**src/rtl/ttl_pkg.sv**
```systemverilog
`default_nettype none

package ttl_pkg;

   // Operation codes carried on req_func.
   localparam logic [1:0] FUNC_GENERATE = 2'd0;
   localparam logic [1:0] FUNC_RENEW    = 2'd1;
   localparam logic [1:0] FUNC_COUNT    = 2'd2;

   // Result codes carried on rsp_status.
   localparam logic [1:0] STATUS_DONE          = 2'd0;
   localparam logic [1:0] STATUS_FULL          = 2'd1;
   localparam logic [1:0] STATUS_RENEW_IGNORED = 2'd2;

   localparam int          KEY_W   = 48;
   localparam int          TIME_W  = 30;
   localparam int          EXP_W   = 31;
   localparam int          COUNT_W = 7;
   localparam logic [6:0]  COUNT_MAX = 7'd127;
   localparam logic [29:0] TTL_RESET = 30'd5;

   // Pass of the wave that travels down the chain.
   typedef enum logic {
      PH_SEARCH,
      PH_APPLY
   } phase_type;

   // Which kind of cell the apply pass writes.
   typedef enum logic [1:0] {
      SEL_NONE,
      SEL_KEY,
      SEL_FREE,
      SEL_EXPIRED
   } sel_type;

   // Controller states.
   typedef enum logic [1:0] {
      ST_IDLE,
      ST_SEARCH,
      ST_APPLY,
      ST_DONE
   } state_type;

   // Record handed from cell to cell, one cell per cycle.
   typedef struct packed {
      logic                 active;
      phase_type            phase;
      logic [1:0]           func;
      logic [KEY_W-1:0]     key;
      logic [TIME_W-1:0]    now;
      logic [EXP_W-1:0]     expiry;
      logic                 hit;
      logic                 hit_live;
      logic                 free_found;
      logic                 exp_found;
      sel_type              sel;
      logic                 taken;
      logic [COUNT_W-1:0]   count;
   } wave_type;

endpackage

`default_nettype wire

```
**src/rtl/ttl_ctrl.sv**
```systemverilog
`default_nettype none

module ttl_ctrl import ttl_pkg::*; (
   input  wire logic                clock,
   input  wire logic                reset,
   input  wire logic                req_valid,
   output logic                     req_stall,
   input  wire logic [1:0]          req_func,
   input  wire logic [KEY_W-1:0]    req_token_key,
   input  wire logic [TIME_W-1:0]   req_current_time,
   input  wire logic [TIME_W-1:0]   ttl,
   output wave_type                 head,
   input  wire wave_type            tail,
   output logic                     rsp_valid,
   input  wire logic                rsp_stall,
   output logic [1:0]               rsp_status,
   output logic [COUNT_W-1:0]       rsp_live_count
);

   state_type           state_ff, state_in;
   wave_type            head_ff, head_in;
   logic [1:0]          status_ff, status_in;
   logic [COUNT_W-1:0]  count_ff, count_in;
   logic                rsp_valid_ff, rsp_valid_in;
   logic [1:0]          rsp_status_ff, rsp_status_in;
   logic [COUNT_W-1:0]  rsp_count_ff, rsp_count_in;

   logic                take_req;
   logic                search_back;
   logic                apply_back;
   logic                load_rsp;
   sel_type             sel;
   logic [1:0]          status_pick;

   assign search_back = tail.active && (tail.phase == PH_SEARCH);
   assign apply_back  = tail.active && (tail.phase == PH_APPLY);

   // Next state.
   always_comb begin
      state_in = state_ff;
      case (state_ff)
         ST_IDLE:   if (take_req) state_in = ST_SEARCH;
         ST_SEARCH: if (search_back) state_in = ST_APPLY;
         ST_APPLY:  if (apply_back) state_in = ST_DONE;
         ST_DONE:   if (load_rsp) state_in = ST_IDLE;
         default:   state_in = ST_IDLE;
      endcase
   end

   // Handshake outputs of the state machine.
   always_comb begin
      req_stall = 1'b1;
      take_req  = 1'b0;
      load_rsp  = 1'b0;
      case (state_ff)
         ST_IDLE: begin
            req_stall = 1'b0;
            take_req  = req_valid;
         end
         ST_DONE: begin
            load_rsp = !rsp_valid_ff || !rsp_stall;
         end
         default: begin
            req_stall = 1'b1;
         end
      endcase
   end

   // Decide the target of the write from the search flags.
   always_comb begin
      sel         = SEL_NONE;
      status_pick = STATUS_DONE;
      case (tail.func)
         FUNC_GENERATE: begin
            if (tail.hit) begin
               sel = SEL_KEY;
            end else if (tail.free_found) begin
               sel = SEL_FREE;
            end else if (tail.exp_found) begin
               sel = SEL_EXPIRED;
            end else begin
               status_pick = STATUS_FULL;
            end
         end
         FUNC_RENEW: begin
            if (tail.hit && tail.hit_live) begin
               sel = SEL_KEY;
            end else begin
               status_pick = STATUS_RENEW_IGNORED;
            end
         end
         default: begin
            sel = SEL_NONE;
         end
      endcase
   end

   // Launch the search wave, then the apply wave, then capture the result.
   always_comb begin
      head_in        = head_ff;
      head_in.active = 1'b0;
      status_in      = status_ff;
      count_in       = count_ff;
      if (take_req) begin
         head_in.active     = 1'b1;
         head_in.phase      = PH_SEARCH;
         head_in.func       = req_func;
         head_in.key        = req_token_key;
         head_in.now        = req_current_time;
         head_in.expiry     = {1'b0, req_current_time} + {1'b0, ttl};
         head_in.hit        = 1'b0;
         head_in.hit_live   = 1'b0;
         head_in.free_found = 1'b0;
         head_in.exp_found  = 1'b0;
         head_in.sel        = SEL_NONE;
         head_in.taken      = 1'b0;
         head_in.count      = '0;
      end else if (state_ff == ST_SEARCH && search_back) begin
         head_in        = tail;
         head_in.active = 1'b1;
         head_in.phase  = PH_APPLY;
         head_in.sel    = sel;
         head_in.taken  = 1'b0;
         head_in.count  = '0;
         status_in      = status_pick;
      end
      if (state_ff == ST_APPLY && apply_back) begin
         count_in = tail.count;
      end
   end

   // Output register: holds a result while the next item is at work.
   always_comb begin
      rsp_valid_in  = load_rsp || (rsp_valid_ff && rsp_stall);
      rsp_status_in = rsp_status_ff;
      rsp_count_in  = rsp_count_ff;
      if (load_rsp) begin
         rsp_status_in = status_ff;
         rsp_count_in  = count_ff;
      end
   end

   always_ff @(posedge clock) begin
      if (reset) begin
         state_ff       <= ST_IDLE;
         head_ff.active <= 1'b0;
         rsp_valid_ff   <= 1'b0;
      end else begin
         state_ff     <= state_in;
         head_ff      <= head_in;
         rsp_valid_ff <= rsp_valid_in;
      end
   end

   always_ff @(posedge clock) begin
      status_ff     <= status_in;
      count_ff      <= count_in;
      rsp_status_ff <= rsp_status_in;
      rsp_count_ff  <= rsp_count_in;
   end

   assign head           = head_ff;
   assign rsp_valid      = rsp_valid_ff;
   assign rsp_status     = rsp_status_ff;
   assign rsp_live_count = rsp_count_ff;

endmodule

`default_nettype wire

```
**config.mk**
```make
export PLATFORM = sky130hd
export DESIGN_NAME = ttl_ctrl
export DESIGN_NICKNAME = d
export VERILOG_FILES = /design/src/rtl/ttl_pkg.sv /design/src/rtl/ttl_ctrl.sv
export SDC_FILE = /design/constraint.sdc
export NUM_CORES = 1
export LEC_CHECK = 0
export BUFFER_PORTS_ARGS = -buffer_cell sky130_fd_sc_hd__buf_2
export CAP_MARGIN = 20
export CELL_PAD_IN_SITES_DETAIL_PLACEMENT = 0
export CELL_PAD_IN_SITES_GLOBAL_PLACEMENT = 1
export CORE_MARGIN = 5
export CORE_UTILIZATION = 34
export CTS_CLUSTER_DIAMETER = 100
export CTS_CLUSTER_SIZE = 14
export DETAILED_ROUTE_END_ITERATION = 16
export GPL_ROUTABILITY_DRIVEN = 0
export GPL_TIMING_DRIVEN = 0
export PLACE_DENSITY_LB_ADDON = 0.12
export SYNTH_ARGS = -nofsm -noshare
export SYNTH_HDL_FRONTEND = slang
export SYNTH_SLANG_ARGS = --single-unit
```
**constraint.sdc**
```tcl
create_clock -name clock -period 10 [get_ports clock]
set_input_delay 1 -clock clock [delete_from_list [all_inputs] [get_ports clock]]
set_output_delay 1 -clock clock [all_outputs]
set_load 0.05 [all_outputs]
```
# Yosys cells after proc, flatten, opt, wreduce, memory -nomap -nowiden
# Index checks and enable logic that the tools add are counted.
[totals]
regBits = 140
inputBits = 241
out_inout_bits = 138
wordCells = 65
[op_classes]
add_sub_neg = 1
n_eq_ne = 8
n_mux = 20
bitwise_logic = 3
reduce_logical = 16
[ops]
columns = ["operator", "count"]
rows = [
  ["$mux 127", 2],
  ["$add 30x30->31", 1],
  ["$mux 2", 8],
  ["$ne 2x2->1 const B", 4],
  ["$pmux 2 s2", 2],
  ["$pmux 2 s4", 1],
  ["$mux 1", 7],
  ["$logic_and 1x1->1", 6],
  ["$eq 2x1->1 const B", 2],
  ["$eq 2x2->1 const B", 2],
  ["$logic_not 2->1", 2],
  ["$reduce_and 2->1", 2],
  ["$reduce_and 4->1", 1],
  ["$not 1->1", 3],
  ["$logic_not 1->1", 2],
  ["$logic_or 1x1->1", 2],
  ["$reduce_bool 2->1", 1],
]

# Logic depth before layout (Yosys ltp)
[depth]
depth_word = 6
ltp_mapped = 9
depth_no_buf = 9

# Least setup slack after synthesis
# OpenSTA, ideal clock, no wires.
[synth_timing]
kind = "in2reg"
from = "input port tail[125] in the netlist's numbering"
to = "register head_ff, in the netlist head[100], enable pin"
setup_ns = 0.635
arrival_time_ns = 7.537
required_time_ns = 9.365
path_slack_ns = 1.828
path_stages = 5
n_path_buf = 2
cell_sequence = "nand2b_1 or2_2 clkbuf_1 clkbuf_1 a21oi_1"
[synth_between]
elab_chain_cells = 5
[synth_lines]
columns = ["item", "line_no", "text"]
rows = [
  ["start: declaration", "ttl_ctrl.sv:13", "input wire wave_type tail,"],
  ["$not 1->1", "ttl_ctrl.sv:35", "assign search_back = tail.active && (tail.phase == PH_SEARCH);"],
  ["$logic_and 1x1->1", "ttl_ctrl.sv:35", ""],
  ["$logic_and 1x1->1", "ttl_ctrl.sv:118", "end else if (state_ff == ST_SEARCH && search_back) begin"],
  ["$reduce_bool 2->1 (no source line)", "-", ""],
  ["$reduce_and 2->1 (no source line)", "-", ""],
  ["end signal: assignment", "ttl_ctrl.sv:150", "head_ff <= head_in;"],
  ["end: declaration", "ttl_ctrl.sv:21", "wave_type head_ff, head_in;"],
]
# No other way between the ends.
# A chain may end at the register's enable or synchronous reset.

# Final worst setup path
[layout_timing]
from = "input port req_valid"
to = "register head_ff, in the netlist head[82], enable pin"
[layout_between]
elab_chain_cells = 3
[layout_lines]
columns = ["item", "line_no", "text"]
rows = [
  ["start: declaration", "ttl_ctrl.sv:6", "input wire logic req_valid,"],
  ["$mux 1", "ttl_ctrl.sv:55", "case (state_ff)"],
  ["$reduce_bool 2->1 (no source line)", "-", ""],
  ["$reduce_and 2->1 (no source line)", "-", ""],
]
# No other way between the ends.

==> impl_metrics.tcl <==
set metrics [dict create \
    drv_cap 0 \
    critPathTopFamily "buffers and inverters" \
    holdBufCountCts 0 \
    worstReg2RegEnd "head[82]" \
    final-hold-violation-count 0 \
    viasPerCell 4.87 \
    worstSkewPairLatency_ps 420 \
    reg2reg_depth 8 \
    crit_slowest_cell "a21oi_4" \
    ant_nets 0 \
    slew_violations 0 \
    status "complete, no violations" \
    port_buffers 367 \
    max_slew_margin 0.367 \
    synth-edff-count 136 \
    ys_seq_area_frac 0.552 \
    dp_hpwl_mm 21.3 \
    cts_resized 0 \
    final_area_sq_um 10500 \
    peakVddDrop_mv 0.109 \
    die_x_um 159 \
    worst_slew_pin_slew_ps 947 \
    start_util 0.345 \
    yosys.area_share.adder 0.0607 \
    synth-compound-area-share 0.167 \
    syn_to_final_growth_pct 38.7 \
    ys_async_sr_fraction 0 \
    wl_per_cell_um 18.8 \
    drt_pass1_iterations 5 \
    yosys.area.top_type "edfxtp_1" \
    total_power_uw 2510 \
    cts_made_buffers 17 \
    drc 0 \
    cts.clk_slew.worst_paths_ps 60 \
    cts_tree "built" \
    hold_depth 0 \
    r2r_slack_ps 6480 \
    final_util 0.479 \
    startpoint_type "input port" \
    clock-root-buffer "clkbuf_16" \
    reg2reg_from "state_ff[0]" \
    detail_route.iter0.violations 427 \
    cts_num_sinks 140 \
    yosys_warnings 0 \
    synth_top_family_by_area "compound AO/OA/AOI/OAI gates" \
    postSynthCellCount 737 \
    p_leak_uw 0.00467 \
    post-cts-setup-buffers 0 \
    grt_max_degree 29 \
    coreArea_sq_um 21800 \
    die_h_um 159 \
    critPathRequiredTime_ps 10120 \
    synth_xor_area_frac 0.0256 \
    cp_num_buf_inv 5 \
    worstPathMaxFanout 28 \
    layout.nets 1412 \
    ys_ff_latch 140 \
    grt_pass1_wl_mm 40.9 \
    grt_pass1_vias 7111 \
    yosys-top-cells-area "edfxtp_1, nand2_1, o21ai_0, ha_1, clkbuf_1" \
    muxShareOfSynthArea 0.00266 \
    io_pins 379 \
    h-tree-depth 4 \
    synth_common_cells "nand2_1, edfxtp_1, o21ai_0" \
    dpl.cell_count 1396 \
    fin_worst_skew_ps 9.40 \
    yosysMostFrequentCell "nand2_1" \
    placementRows 54 \
    slowest_delay_ps 850 \
    layout-drive-gt1-share 0.372 \
    finalSetupTns_ps 0 \
    p_per_area_nw_per_um2 241 \
    wl_mm 26.9 \
    end_kind "register" \
    antenna_found_initial 7 \
    grt_usage 0.205 \
    min_path_type "reg -> reg" \
    syn-mean-instance-area_sq_um 10.2 \
    criticalPathCategory "in -> reg" \
    final_cells 1429 \
    placed_area_sq_um 9850 \
    vias 6953 \
    cts.path.max_buffers 2 \
    ys_types 61 \
    syn_area_sq_um 7540 \
    cp_data_arrival_time_ps 3650 \
    hold_start "status_ff[1]" \
    grt_remaining_overflow 0 \
    setup_viol 0 \
    final.period_utilization 0.353 \
    ys.flop_type "edfxtp_1" \
    die_area_sq_um 25200 \
    fin_crit_ps 3530 \
    yosys.area_share.simple 0.159 \
    worstHoldEndpoint "rsp_status[1]" \
    rsz0062_at_grt "no" \
    worstPathCellList "buf_2 > nand2_1 > clkbuf_1 > clkbuf_1 > a21oi_4 > buf_12 > buf_12" \
    synthDominantCellAreaShare 0.542 \
    fmax_ghz 0.283 \
]
[cell families (layout without fill, tap and decap cells)]
family	after synthesis	count (layout)
adder cells (fa/ha/maj)	36	36
AO/OA/AOI/OAI	202	202
other	1	11
XOR/XNOR	22	22
flip-flops	140	140
buffers and inverters	57	459
multiplexers	2	2
AND/OR/NAND/NOR	277	277
[registers in the layout, summed over array words and instances, names as in the netlist]
name	flops
state_ff	2
head	119
count_ff	7
rsp_status	2
status_ff	2
rsp_live_count	7
rsp_valid	1
[cell type report]
class | count | area [sq um]
fill | 2144 | 11400
sequential | 140 | 4160
multi-input combinational | 547 | 3170
timing repair buffer | 372 | 1920
clock buffer | 18 | 429
tap | 280 | 350
buffer | 44 | 196
clock inverter | 12 | 165
inverter | 13 | 48.8
antenna | 3 | 7.51
[where the power goes]
| group | internal, uW | switching, uW | leakage, uW |
|---|---|---|---|
| Sequential | 808 | 25.3 | 0.00132 |
| Clock | 394 | 260 | 0.000285 |
| Combinational | 257 | 770 | 0.00306 |
| Total | 1460 | 1060 | 0.00467 |
[layer usage]
metal / GRT usage / wire [um] / vias up
met5: 0 / 59 / -
met4: 0.0667 / 629 / 8
met3: 0.0661 / 1890 / 46
met2: 0.361 / 13700 / 278
met1: 0.236 / 10600 / 3175
li1: - / - / 3446
[cell usage in the layout, fill, tap and decap left out, types with 5 or more instances in the layout]
master	Yosys	routed
a211oi_1	7	7
a21o_1	14	14
a21oi_1	24	23
and3_1	13	13
buf_2	1	368
buf_4	8	9
clkbuf_1	34	35
clkbuf_16	0	17
conb_1	1	8
edfxtp_1	136	136
ha_1	35	35
inv_1	12	12
nand2_1	195	195
nand3_1	21	21
nor2_1	14	14
nor3_1	10	10
o21ai_0	117	117
o21bai_1	5	5
or3_1	5	5
xnor2_1	12	12
xor2_1	10	10
[metrics by stage]
step / worst slack [ps] / hold WS, ps
after detailed placement: 5930 / 406
after global routing: 6220 / 425
final: 6470 / 417
after global placement: -2050 / 401
after CTS: 6380 / 419
after floorplan: 1830 / 400
[worst max-delay path by stage]
stage,from,to,slack [ps],depth (start not counted)
after detailed placement,req_valid,head[90],5930,7
after CTS,state_ff[0],head[84],6380,8
after global routing,state_ff[1],head[97],6220,8
after global placement,tail[125],head[33],-2050,6
final,req_valid,head[82],6470,7
after floorplan,tail[125],head[100],1830,5
Note: power is estimated with default switching activity, not from simulation.
