===== src/rtl/ttl_pkg.sv =====
`default_nettype none

package ttl_pkg;

   // Operation codes carried on req_func.
   localparam logic [1:0] FUNC_GENERATE = 2'd0;
   localparam logic [1:0] FUNC_RENEW    = 2'd1;
   localparam logic [1:0] FUNC_COUNT    = 2'd2;

   // Result codes carried on rsp_status.
   localparam logic [1:0] STATUS_DONE          = 2'd0;
   localparam logic [1:0] STATUS_FULL          = 2'd1;
   localparam logic [1:0] STATUS_RENEW_IGNORED = 2'd2;

   localparam int          KEY_W   = 48;
   localparam int          TIME_W  = 30;
   localparam int          EXP_W   = 31;
   localparam int          COUNT_W = 7;
   localparam logic [6:0]  COUNT_MAX = 7'd127;
   localparam logic [29:0] TTL_RESET = 30'd5;

   // Pass of the wave that travels down the chain.
   typedef enum logic {
      PH_SEARCH,
      PH_APPLY
   } phase_type;

   // Which kind of cell the apply pass writes.
   typedef enum logic [1:0] {
      SEL_NONE,
      SEL_KEY,
      SEL_FREE,
      SEL_EXPIRED
   } sel_type;

   // Controller states.
   typedef enum logic [1:0] {
      ST_IDLE,
      ST_SEARCH,
      ST_APPLY,
      ST_DONE
   } state_type;

   // Record handed from cell to cell, one cell per cycle.
   typedef struct packed {
      logic                 active;
      phase_type            phase;
      logic [1:0]           func;
      logic [KEY_W-1:0]     key;
      logic [TIME_W-1:0]    now;
      logic [EXP_W-1:0]     expiry;
      logic                 hit;
      logic                 hit_live;
      logic                 free_found;
      logic                 exp_found;
      sel_type              sel;
      logic                 taken;
      logic [COUNT_W-1:0]   count;
   } wave_type;

endpackage

`default_nettype wire


===== src/rtl/ttl_cell.sv =====
`default_nettype none

module ttl_cell import ttl_pkg::*; (
   input  wire logic     clock,
   input  wire logic     reset,
   input  wire wave_type wave_in,
   output wave_type      wave_out
);

   logic               valid_ff, valid_in;
   logic [KEY_W-1:0]   key_ff, key_in;
   logic [EXP_W-1:0]   exp_ff, exp_in;
   wave_type           wave_ff, wave_in_next;

   logic               match;
   logic               expired;
   logic               pick;
   logic               live;

   // Local compares against the passing wave.
   assign match   = valid_ff && (key_ff == wave_in.key);
   assign expired = exp_ff <= {1'b0, wave_in.now};

   // Search pass gathers flags; apply pass writes, purges and counts.
   always_comb begin
      wave_in_next = wave_in;
      valid_in     = valid_ff;
      key_in       = key_ff;
      exp_in       = exp_ff;
      pick         = 1'b0;
      live         = 1'b0;
      if (wave_in.active) begin
         if (wave_in.phase == PH_SEARCH) begin
            if (match && !wave_in.hit) begin
               wave_in_next.hit      = 1'b1;
               wave_in_next.hit_live = !expired;
            end
            if (!valid_ff) begin
               wave_in_next.free_found = 1'b1;
            end
            if (valid_ff && expired) begin
               wave_in_next.exp_found = 1'b1;
            end
         end else begin
            case (wave_in.sel)
               SEL_KEY:     pick = !wave_in.taken && match;
               SEL_FREE:    pick = !wave_in.taken && !valid_ff;
               SEL_EXPIRED: pick = !wave_in.taken && valid_ff && expired;
               default:     pick = 1'b0;
            endcase
            if (pick) begin
               valid_in           = 1'b1;
               key_in             = wave_in.key;
               exp_in             = wave_in.expiry;
               wave_in_next.taken = 1'b1;
            end else if (wave_in.func == FUNC_COUNT && valid_ff && expired) begin
               valid_in = 1'b0;
            end
            // Count with the contents this cell holds after the operation.
            live = valid_in && (exp_in > {1'b0, wave_in.now});
            if (live && wave_in.count != COUNT_MAX) begin
               wave_in_next.count = wave_in.count + 7'd1;
            end
         end
      end
   end

   // Valid bit and wave marker are control; key and expiry are payload.
   always_ff @(posedge clock) begin
      if (reset) begin
         valid_ff       <= 1'b0;
         wave_ff.active <= 1'b0;
      end else begin
         valid_ff <= valid_in;
         wave_ff  <= wave_in_next;
      end
   end

   always_ff @(posedge clock) begin
      key_ff <= key_in;
      exp_ff <= exp_in;
   end

   assign wave_out = wave_ff;

endmodule

`default_nettype wire


===== config.mk =====
export PLATFORM = sky130hd
export DESIGN_NAME = ttl_cell
export DESIGN_NICKNAME = d
export VERILOG_FILES = /design/src/rtl/ttl_pkg.sv /design/src/rtl/ttl_cell.sv
export SDC_FILE = /design/constraint.sdc
export NUM_CORES = 1
export LEC_CHECK = 0
export BUFFER_PORTS_ARGS = -buffer_cell sky130_fd_sc_hd__buf_2
export CORE_UTILIZATION = 52
export DETAILED_ROUTE_END_ITERATION = 8
export MAX_ROUTING_LAYER = met4
export PLACE_DENSITY_LB_ADDON = 0.1
export SETUP_SLACK_MARGIN = 0.15
export SYNTH_ARGS = -nofsm -noshare
export SYNTH_HDL_FRONTEND = slang
export SYNTH_SLANG_ARGS = --single-unit

===== constraint.sdc =====
create_clock -name clock -period 6.5 [get_ports clock]
set_input_delay 0.975 -clock clock [delete_from_list [all_inputs] [get_ports clock]]
set_output_delay 0.975 -clock clock [all_outputs]
set_load 0.02 [all_outputs]

# [Word level (Yosys, flattened, before mapping)]
# Cells that the tools add are included.
# Widths: inputs -> output; s select.
[word_totals] inputBits=129 reg_bits=207 elab_cells=61 out_inout_bits=127
[classes] magnitude_cmp=2 mux=19 n_reduce_logical=17 n_addsub=1 eq_ne=6
[op_table] operator="$mux 31" n=3
[op_table] operator="$eq 48x48->1" n=1
[op_table] operator="$gt 31x30->1" n=1
[op_table] operator="$le 31x30->1" n=1
[op_table] operator="$mux 8" n=2
[op_table] operator="$logic_and 1x1->1" n=11
[op_table] operator="$mux 1" n=9
[op_table] operator="$mux 4" n=2
[op_table] operator="$add 7x1->7 const B" n=1
[op_table] operator="$mux 7" n=1
[op_table] operator="$ne 7x7->1 const B" n=1
[op_table] operator="$eq 2x2->1 const B" n=3
[op_table] operator="$logic_not 1->1" n=4
[op_table] operator="$pmux 1 s3" n=1
[op_table] operator="$reduce_and 3->1" n=1
[op_table] operator="$eq 2x1->1 const B" n=1
[op_table] operator="$mux 2" n=1
[op_table] operator="$reduce_and 2->1" n=1

# [Logic depth before layout (Yosys ltp)]
# Gate-level depths: netlist of the first run.
[logic_depth] depth_word=15 depth_mapped=20 ltp_nobuf=19

# [Least setup slack after synthesis of the first run]
# Ideal clock, no wire load.
[synth_path] path_type="input to register" from="input wave_in[55] (netlist name)" to="register wave_ff, in the netlist wave_out[1], data pin" setup_slack_ps=1246 stages=18 path_buffers=1 arrival_time_ps=4994 path_cell_list="inv_1 ha_1 and3_1 a221o_1 a221oi_2 a21boi_1 o21ai_2 a31oi_1 buf_2 mux2_2 ha_1 a2111oi_0 a211oi_1 a2111o_1 o31ai_1 nand3_2 and3_4 mux2_4"
[synth_rtl] element="start: declaration" line_no="ttl_cell.sv:6" rtl="input wire wave_type wave_in,"
[synth_rtl] element="end signal: assignment" line_no="ttl_cell.sv:75" rtl="wave_ff <= wave_in_next;"
[synth_rtl] element="end: declaration" line_no="ttl_cell.sv:13" rtl="wave_type wave_ff, wave_in_next;"

==> out/results.txt, run 1 <==
status: completed
number of synthesized flops with an enable pin: 205
Startpoint Class: input pin
synthesis-stage register bit count: 207
CTS tree: yes
unique cell type count in the Yosys netlist: 54
DRT Pass-1 Iters: 4
final net count: 1,027
mapped cell area: 0.00892 mm^2
WP data arrival: 5990 ps
leading area contributor after synthesis: edfxtp_1
Slew HR: 0.361
setup bufs post-CTS: 0
Syn Inst Count: 556
Cells after DPL: 1,031
sum of buffers and inverters on the critical path: 3
Starting Density: 0.536
DRT antenna net count: 0
vias in the first global route: 5,906
Post-Route Setup TNS: 0 ps
logic depth of the worst setup path including buffers: 20
Buffers on Ports: 255
final worst-path cycle share: 0.885
Die ar.: 0.0177 mm^2
Worst Hold Class: flip-flop to flip-flop
post-route insts no fill: 1,070
Worst path slowest cell: nor4_1
clk buf depth: 3
P&R area growth vs syn: 26.1%
layout cell share with drive strength beyond 1: 0.397
worst hold path cell count: 1
Mapped Nets: 749
Mean Syn Cell Area: 16.0 um^2
max-slew violation count: 0
grt ovf: 0
reg2reg path depth: 18
DRT iter0 DRCs: 278
CTS sink count: 207
initial antenna violation count: 2
RSZ-0062 raised after global routing: no
Tmin final: 5750 ps
Vias: 5,726
worst path cell trace: buf_2, inv_1, ha_1, nand4_1, nor4_1, a21boi_1, o21ai_2, a31oi_4, buf_4, mux2_2, ha_1, a21oi_1, nor2_1, a211oi_1, o21ai_0, a2111o_1, o31ai_1, nand3_2, and3_4, mux2_4
Setup violations, final: 0
worst-margin pin slew: 956 ps
Max VDD drop: 0.219 mV
cell area after layout: 0.0112 mm^2
Max Cap Viol: 0
CTS root buffer: clkbuf_16
Top delay family on crit path: compound AO/OA/AOI/OAI gates
Ports: 256
GRT Total Usage: 0.225
hold-fix buffers at CTS: 0
WP data required: 6740 ps
chip height: 133 um
Lkg Pwr: 4.64 nW
first-pass GRT wire length: 29,900 um
largest net degree at the start of global routing: 75
Die W: 133 um
top-count cell post-synth: edfxtp_1
crit-path most repeated cell: ha_1
worst skew pair latency: 490 ps
H-tree levels: 1
post-synthesis async set-or-reset flop share: 0
ys flop type: edfxtp_1
Core Rows: 47
CTS Buf Count: 21
crit end category: flip-flop
critical path class: input pin to flip-flop
PostCTS Resize Cnt: 0
Yosys warnings: 0
highest clock rate: 174 MHz
Hold Fails Final Rpt: 0
Final HPWL DP: 14,400 um
CP max stage delay: 440 ps
final wirelength: 19,300 um
Yosys top cell area share: 0.690
register area share after synthesis: 0.694
clock skew: 14.3 ps
main area contributors after synthesis: edfxtp_1, ha_1, mux2_2, xnor2_1, xor2_1
gp weighted congestion: 0.856
placed cell areas: 0.0105 mm^2
Power Density: 285 mW/mm^2
DR WL/cell: 18.1 um
Clock transition at path regs: 60 ps
crit-path max FO: 24
Post-synth top cells: edfxtp_1, ha_1, inv_1
DRC: 0
detailed-route vias per instance: 5.35
core area: 0.0166 mm^2
==> layer usage <==
layer | GRT usage | vias to the layer above | wire, um
met2 | 0.385 | 205 | 9750
met3 | 0.0322 | 41 | 1030
li1 | - | 2697 | -
met1 | 0.275 | 2783 | 8050
met5 | - | - | 0
met4 | 0.0747 | 0 | 501
==> power by group <==
group | switching (W) | internal [W]
combinational | 0.000227 | 0.000130
clock | 0.000492 | 0.000779
sequential | 0.0000213 | 0.00155
==> area by class of cell <==
class	count	area, um^2
clock buffers	26	564
diodes	2	5.00
clock inverters	11	168
inverters	38	145
flip-flops and latches	207	6200
multi-input cells	307	2590
well taps	220	275
fillers	1236	5400
repair buffers	259	1310
==> worst paths after layout <==
| path | endpoint | slack [ps] | from |
|---|---|---|---|
| max | wave_out[1] | 750 | wave_in[71] |
| min | exp_ff[6] | 610 | exp_ff[6] |
| max reg2reg | wave_out[1] | 970 | exp_ff[26] |
| min reg2reg | exp_ff[6] | 610 | exp_ff[6] |
==> through the flow <==
step	hold WS, ps	util	worst slack, ps	power [W]
final	612	0.676	749	0.00320
after global routing	635	0.676	437	0.00330
after CTS	616	0.676	755	0.00323
after detailed placement	596	0.632	234	0.00196
after global placement	589	0.632	373	0.00195
after floorplan	552	-	1250	0.00180
==> registers in the layout (all words and copies together), names as in the netlist <==
name      count
wave_out    127
key_ff       48
exp_ff       31
valid_ff      1
==> placed cells by master (no fill, tap or decap), types with 9 or more instances in the layout <==
master / instances
mux2_2: 29
inv_1: 37
a21oi_1: 20
nand2_1: 22
xor2_1: 23
clkbuf_16: 21
nand4_1: 19
ha_1: 64
xnor2_1: 26
buf_2: 255
nor2_1: 10
nand3_1: 11
nor4_1: 9
edfxtp_1: 205
==> logic make-up after synthesis <==
kind of cell | count (synthesis) | synth area share
DFF | 207 | 0.694
and+or+nand+nor | 105 | 0.0662
adders and majority gates | 64 | 0.0897
AOI/OAI and AO/OA | 57 | 0.0429
xor gates and xnor gates | 49 | 0.0481
buffers and inverters | 42 | 0.0181
muxes | 32 | 0.0405
Power figures use the tool's default switching activity.
==> run 2, diff against run 1 <==
ABC_AREA = 1   (was unset)
CAP_MARGIN = 20   (was unset)
CORE_UTILIZATION = 53   (was 52)
==> run 2 against run 1 <==
Compared with the run above:
- clock skew shrank 3.7 ps
- worst hold slack lost 7.2 ps
- maximum frequency grew 20%
- global-route usage shrank 0.52 points
- cell area grew 5.1%
- area after synthesis grew 6.0%
- worst setup slack gained 940 ps
- synthesized cell count grew 42%
- critical path type unchanged
- largest cell class unchanged
- largest power group unchanged
==> out/results.txt, run 2 <==
largest net degree at the start of global routing: 88 (+17%)
first-pass GRT wire length: 30,300 um (+1.2%)
post-synthesis async set-or-reset flop share: 0 (unchanged)
CTS root buffer: clkbuf_16
post-synthesis adder-cell area fraction: 0.0847 (-0.00508)
Pint: 0.00253 W (+2.6%)
worst-margin pin slew: 832 ps (-124 ps)
Syn Inst Count: 788 (+42%)
leading area contributor after synthesis: edfxtp_1
Core Rows: 48 (+2.1%)
initial antenna violation count: 3 (+1)
clock skew: 10.6 ps (-3.72 ps)
simple-gate portion of the synthesized area: 0.134 (+0.0678)
DP Worst Slack: 1200 ps (+970 ps)
mux contribution to synthesized area: 0.0345 (-0.00600)
DRT antenna net count: 0 (unchanged)
clk buf depth: 3 (unchanged)
Mean Syn Cell Area: 12.0 um^2 (-25%)
post-synthesis compound-gate area fraction: 0.0255 (-0.0174)
worst hold path cell count: 1 (unchanged)
Yosys warnings: 0 (unchanged)
detailed-route vias per instance: 4.92 (-8.1%)
Tmin final: 4810 ps (-944 ps)
main area contributors after synthesis: edfxtp_1, ha_1, nand2_1, inv_1, mux2_2
WHS Endpoint: exp_ff[23]
commonest non-fill, non-tap cell in the layout: buf_2
Die W: 136 um (+2.0%)
status: completed
synthesis-stage register bit count: 207 (unchanged)
Max Cap Viol: 0 (unchanged)
Post-Route Setup TNS: 0 ps (unchanged)
top-count cell post-synth: edfxtp_1
Lkg Pwr: 5.43 nW (+17%)
GRT Total Usage: 0.220 (-0.00524)
Starting Density: 0.545 (+0.00879)
commonest cells after routing, fill and taps aside: buf_2, edfxtp_1, nand2_1
r2r startpoint: exp_ff[22]
CTS sink count: 207 (unchanged)
Buffers on Ports: 255 (unchanged)
WP data arrival: 5050 ps (-940 ps)
Startpoint Class: input pin
unique cell type count in the Yosys netlist: 30 (-44%)
DR WL/cell: 15.1 um (-16%)
max-slew violation count: 0 (unchanged)
Setup violations, final: 0 (unchanged)
FILL cells: 1,325 (+7.2%)
critical path class: input pin to flip-flop
Final Core Density: 0.681 (+0.00491)
cell area after layout: 0.0118 mm^2 (+5.1%)
H-tree levels: 1 (unchanged)
Hold Fails Final Rpt: 0 (unchanged)
mapped cell area: 0.00946 mm^2 (+6.0%)
P&R area growth vs syn: 24.9%
RSZ-0062 raised after global routing: no
Mapped Nets: 981 (+31%)
Max VDD drop: 0.209 mV (-4.8%)
max reg flops: 127 (unchanged)
crit end category: flip-flop
final net count: 1,260 (+23%)
Post-synth top cells: edfxtp_1, nand2_1, inv_1
reg2reg end: wave_out[0]
final wirelength: 19,800 um (+2.2%)
hold-fix buffers at CTS: 0 (unchanged)
highest clock rate: 208 MHz (+20%)
flop-to-flop setup slack: 1900 ps (+930 ps)
Power Density: 278 mW/mm^2 (-2.5%)
number of synthesized flops with an enable pin: 205 (unchanged)
crit-path most repeated cell: nand2_1
Clock transition at path regs: 60 ps (about the same)
core area: 0.0174 mm^2 (+4.3%)
CTS Buf Count: 23 (+9.5%)
layout cell share with drive strength beyond 1: 0.318 (-0.0795)
crit-path max FO: 34 (+42%)
final worst-path cycle share: 0.740 (-0.145)
Die ar.: 0.0184 mm^2 (+3.9%)
gp weighted congestion: 0.819 (-4.3%)
Final HPWL DP: 14,700 um (+1.9%)
worst skew pair latency: 490 ps (about the same)
placed cell areas: 0.0110 mm^2 (+4.8%)
PostCTS Resize Cnt: 0 (unchanged)
Yosys top cell area share: 0.651 (-0.0391)
largest family of logic cells by synthesized area: simple AND/OR/NAND/NOR gates
Vias: 6,430 (+12%)
ys flop type: edfxtp_1
vias in the first global route: 6,204 (+5.0%)
Worst Hold Class: flip-flop to flip-flop
Comb pwr share: 0.113 (+0.002)
WP data required: 6750 ps (about the same)
DRC: 0 (unchanged)
chip height: 136 um (+2.0%)
XOR/XNOR Fraction of Synth Area: 0.0120 (-0.0361)
grt ovf: 0 (unchanged)
CP max stage delay: 410 ps (-30 ps)
Reg power frac: 0.479 (-0.012)
Sw Ratio: 0.230 (-0.00167)
setup bufs post-CTS: 0 (unchanged)
hold_sp: exp_ff[23]
DRT iter0 DRCs: 262 (-5.8%)
clock power share: 0.408 (+0.011)
Ports: 256 (unchanged)
Worst path slowest cell: mux2_2
DRT Pass-1 Iters: 4 (unchanged)
register area share after synthesis: 0.655 (-0.0393)
P_sw: 0.000753 W (+1.6%)
CTS tree: yes
CP startpoint: wave_in[67]
Slew HR: 0.444 (+0.0826)
reg2reg path depth: 28 (+10)
setup ws final: 1690 ps (+944 ps)
run 2: worst max-delay path, delay by kind of cell:
kind	cells	cell delay, ps
AND/OR/NAND/NOR	23	2660
adder cells (fa/ha/maj)	2	620
multiplexers	1	410
buffers and inverters	3	210
AO/OA/AOI/OAI	1	170
run 2: metal layers:
layer / track usage / routed length [um] / up-vias
li1: - / - / 3223
met1: 0.271 / 8390 / 2967
met2: 0.372 / 9710 / 204
met3: 0.0355 / 1260 / 36
met4: 0.0668 / 404 / 0
met5: - / 0 / -
run 2: power by group through the flow:
stage                     clock network (W)  registers (W)  logic (W)
after floorplan                           0        0.00169   0.000128
after global placement                    0        0.00160   0.000366
after detailed placement                  0        0.00160   0.000371
after CTS                           0.00137        0.00157   0.000374
after global routing                0.00141        0.00158   0.000409
final                               0.00134        0.00157   0.000371
run 2: final cells by class:
class	instances	area (um^2)	share of cell area
Clock buffer	27	591	0.0500
Tap cell	225	282	0.0238
Multi-Input combinational cell	448	2760	0.233
Sequential cell	207	6200	0.524
Timing Repair Buffer	259	1320	0.112
Inverter	128	483	0.0409
Antenna cell	3	7.51	0.000635
Clock inverter	10	180	0.0152
run 2: per-stage QoR:
step           total power (W)  std cells  hold slack [ps]
6_report               0.00328       1307              604
3_3_place_gp           0.00196       1266              588
4_1_cts                0.00331       1303              608
3_5_place_dp           0.00197       1266              594
2_1_floorplan          0.00182        788              523
5_1_grt                0.00339       1307              632
run 2: how the worst max path moves through the flow:
| stage | endpoint |
|---|---|
| finish | wave_out[0] |
| global route | wave_out[0] |
| CTS | wave_out[0] |
| detailed placement | wave_out[0] |
| global placement | wave_out[0] |
| floorplan | wave_out[7] |
run 2: cells by family (layout without fill, tap and decap cells):
family          count (synthesis)  in the layout
buf+inv                       133            424
compound gates                 44             44
fa+ha+maj                      64             64
flops                         207            207
simple gates                  298            298
mux                            29             29
other cells                     0              3
xor+xnor                       13             13
==> run 3, diff against run 2 <==
CORE_UTILIZATION = 48   (was 53)
clock period = 4.3 ns   (was 6.5 ns; I/O delays follow)
==> run 3 against run 2 <==
Compared with the run above:
- die area grew 10%
- sequential power grew 52%
- cell count grew 7.2%
- clock power grew 46%
- critical endpoint unchanged
==> out/results.txt, run 3 (same netlist as run 2, synthesis figures left out) <==
Slew HR: 0.301 (-0.143)
max reg flops: 127 (unchanged)
CTS root buffer: clkbuf_16
Ports: 256 (unchanged)
Power, Total: 0.00498 W (+52%)
Min Hold Slack: 327 ps (-278 ps)
Max VDD drop: 0.352 mV (+69%)
Worst Hold Class: input pin to flip-flop
Tmin final: 4230 ps
Final HPWL DP: 15,000 um (+2.0%)
Buffers on Ports: 255 (unchanged)
Clock transition at path regs: 60 ps (about the same)
FILL cells: 1,521 (+15%)
Worst path slowest cell: edfxtp_1
Hold Fails Final Rpt: 0 (unchanged)
Vias: 6,563 (+2.1%)
commonest non-fill, non-tap cell in the layout: buf_2
crit-path most repeated cell: nand2_1
DRT Pass-1 Iters: 4 (unchanged)
Setup violations, final: 0 (unchanged)
grt ovf: 0 (unchanged)
first-pass GRT wire length: 31,500 um (+3.9%)
Die ar.: 0.0203 mm^2 (+10%)
DRC: 0 (unchanged)
CP max stage delay: 440 ps (+30 ps)
detailed-route vias per instance: 4.68 (-4.8%)
Starting Density: 0.497 (-0.0476)
final worst-path cycle share: 0.983
P&R area growth vs syn: 33.7%
WP data required: 4550 ps (-2200 ps)
initial antenna violation count: 1 (-2)
reg2reg path depth: 28 (unchanged)
vias in the first global route: 6,441 (+3.8%)
GRT Total Usage: 0.206 (-0.0136)
CTS sink count: 207 (unchanged)
commonest cells after routing, fill and taps aside: buf_2, edfxtp_1, nand2_1
RSZ-0062 raised after global routing: yes
final wirelength: 20,800 um (+5.0%)
flop-to-flop setup slack: 70 ps (-1830 ps)
status: completed
reg2reg end: wave_out[0]
max-slew violation count: 0 (unchanged)
H-tree levels: 1 (unchanged)
clk buf depth: 3 (unchanged)
Startpoint Class: flip-flop
gp weighted congestion: 0.815 (-0.44%)
CP startpoint: exp_ff[22]
layout cell share with drive strength beyond 1: 0.382 (+0.0646)
Core Rows: 50 (+4.2%)
Die W: 142 um (+5.0%)
DR WL/cell: 14.8 um (-2.0%)
Lkg Pwr: 5.77 nW (+6.3%)
setup ws final: 73.2 ps (-1620 ps)
crit-path max FO: 6 (-82%)
worst skew pair latency: 510 ps (+20 ps)
DRT antenna net count: 0 (unchanged)
crit end category: flip-flop
final net count: 1,316 (+4.4%)
DP Worst Slack: -395 ps (-1600 ps)
highest clock rate: 237 MHz
CTS tree: yes
DRT iter0 DRCs: 233 (-11%)
WP data arrival: 4480 ps (-570 ps)
clock skew: 15.9 ps (+5.31 ps)
Max Cap Viol: 0 (unchanged)
critical path class: flip-flop to flip-flop
Power Density: 394 mW/mm^2 (+42%)
core area: 0.0190 mm^2 (+9.6%)
largest net degree at the start of global routing: 67 (-24%)
worst-margin pin slew: 1040 ps (+213 ps)
r2r startpoint: exp_ff[22]
CTS Buf Count: 24 (+4.3%)
CP endpoint: wave_out[0]
chip height: 142 um (+5.0%)
## run 3: worst max-delay path, delay by kind of cell (launching register included)
kind / cells / cell delay (ps)
DFF: 1 / 440
and+or+nand+nor: 15 / 1500
adders and majority gates: 2 / 480
muxes: 1 / 270
AOI/OAI and AO/OA: 4 / 490
buffers and inverters: 6 / 760
## run 3: per-layer routing
layer | vias up | share of wire | global-route usage
met5 | - | 0 | -
met4 | 0 | 0.018 | 0.0532
met3 | 33 | 0.063 | 0.0421
met2 | 191 | 0.49 | 0.346
met1 | 2986 | 0.43 | 0.254
li1 | 3353 | - | -
## run 3: worst min-delay path by stage
stage                  from            end  slack, ps  depth (start not counted)
2_1_floorplan      valid_ff       valid_ff        520                          2
3_3_place_gp     exp_ff[26]     exp_ff[26]        590                          1
3_5_place_dp      exp_ff[7]      exp_ff[7]        600                          1
4_1_cts        wave_in[123]  wave_out[123]        310                          1
5_1_grt         wave_in[66]   wave_out[66]        310                          1
6_report        wave_in[56]   wave_out[56]        330                          1
## run 3: per-stage QoR
step	TNS, ps	utilization	cell area (um^2)	cells
2_1_floorplan	0	-	9460	788
3_3_place_gp	-1870	0.601	11400	1345
3_5_place_dp	-2620	0.601	11400	1345
4_1_cts	0	0.644	12200	1391
5_1_grt	-1290	0.665	12600	1401
6_report	0	0.665	12600	1401
## run 3: area by class of cell
class / count / area [um^2] / area share
sequential: 207 / 6200 / 0.490
antenna: 1 / 2.50 / 0.000198
inverter: 128 / 483 / 0.0382
clock inverter: 7 / 60.1 / 0.00475
timing repair buffer: 312 / 1780 / 0.141
multi-input combinational: 450 / 3090 / 0.245
tap: 260 / 325 / 0.0257
clock buffer: 36 / 707 / 0.0559
## run 3: where the power goes
group	internal (W)	total, W	switching (W)	leakage [nW]
Clock	0.00119	0.00195	0.000765	0.374
Combinational	0.000252	0.000647	0.000395	3.42
Sequential	0.00235	0.00238	0.0000285	1.97
Total	0.00379	0.00498	0.00119	5.77
## run 3: timing repair
action | 4_1_cts | 5_1_grt
hold endpoints to repair | 0 | 0
buffers inserted | 1 | 8
pin swaps | 3 | 35
hold buffers | 0 | 0
setup endpoints to repair | 7 | 7
resized for setup | 5 | 59
gates cloned | 2 | 1
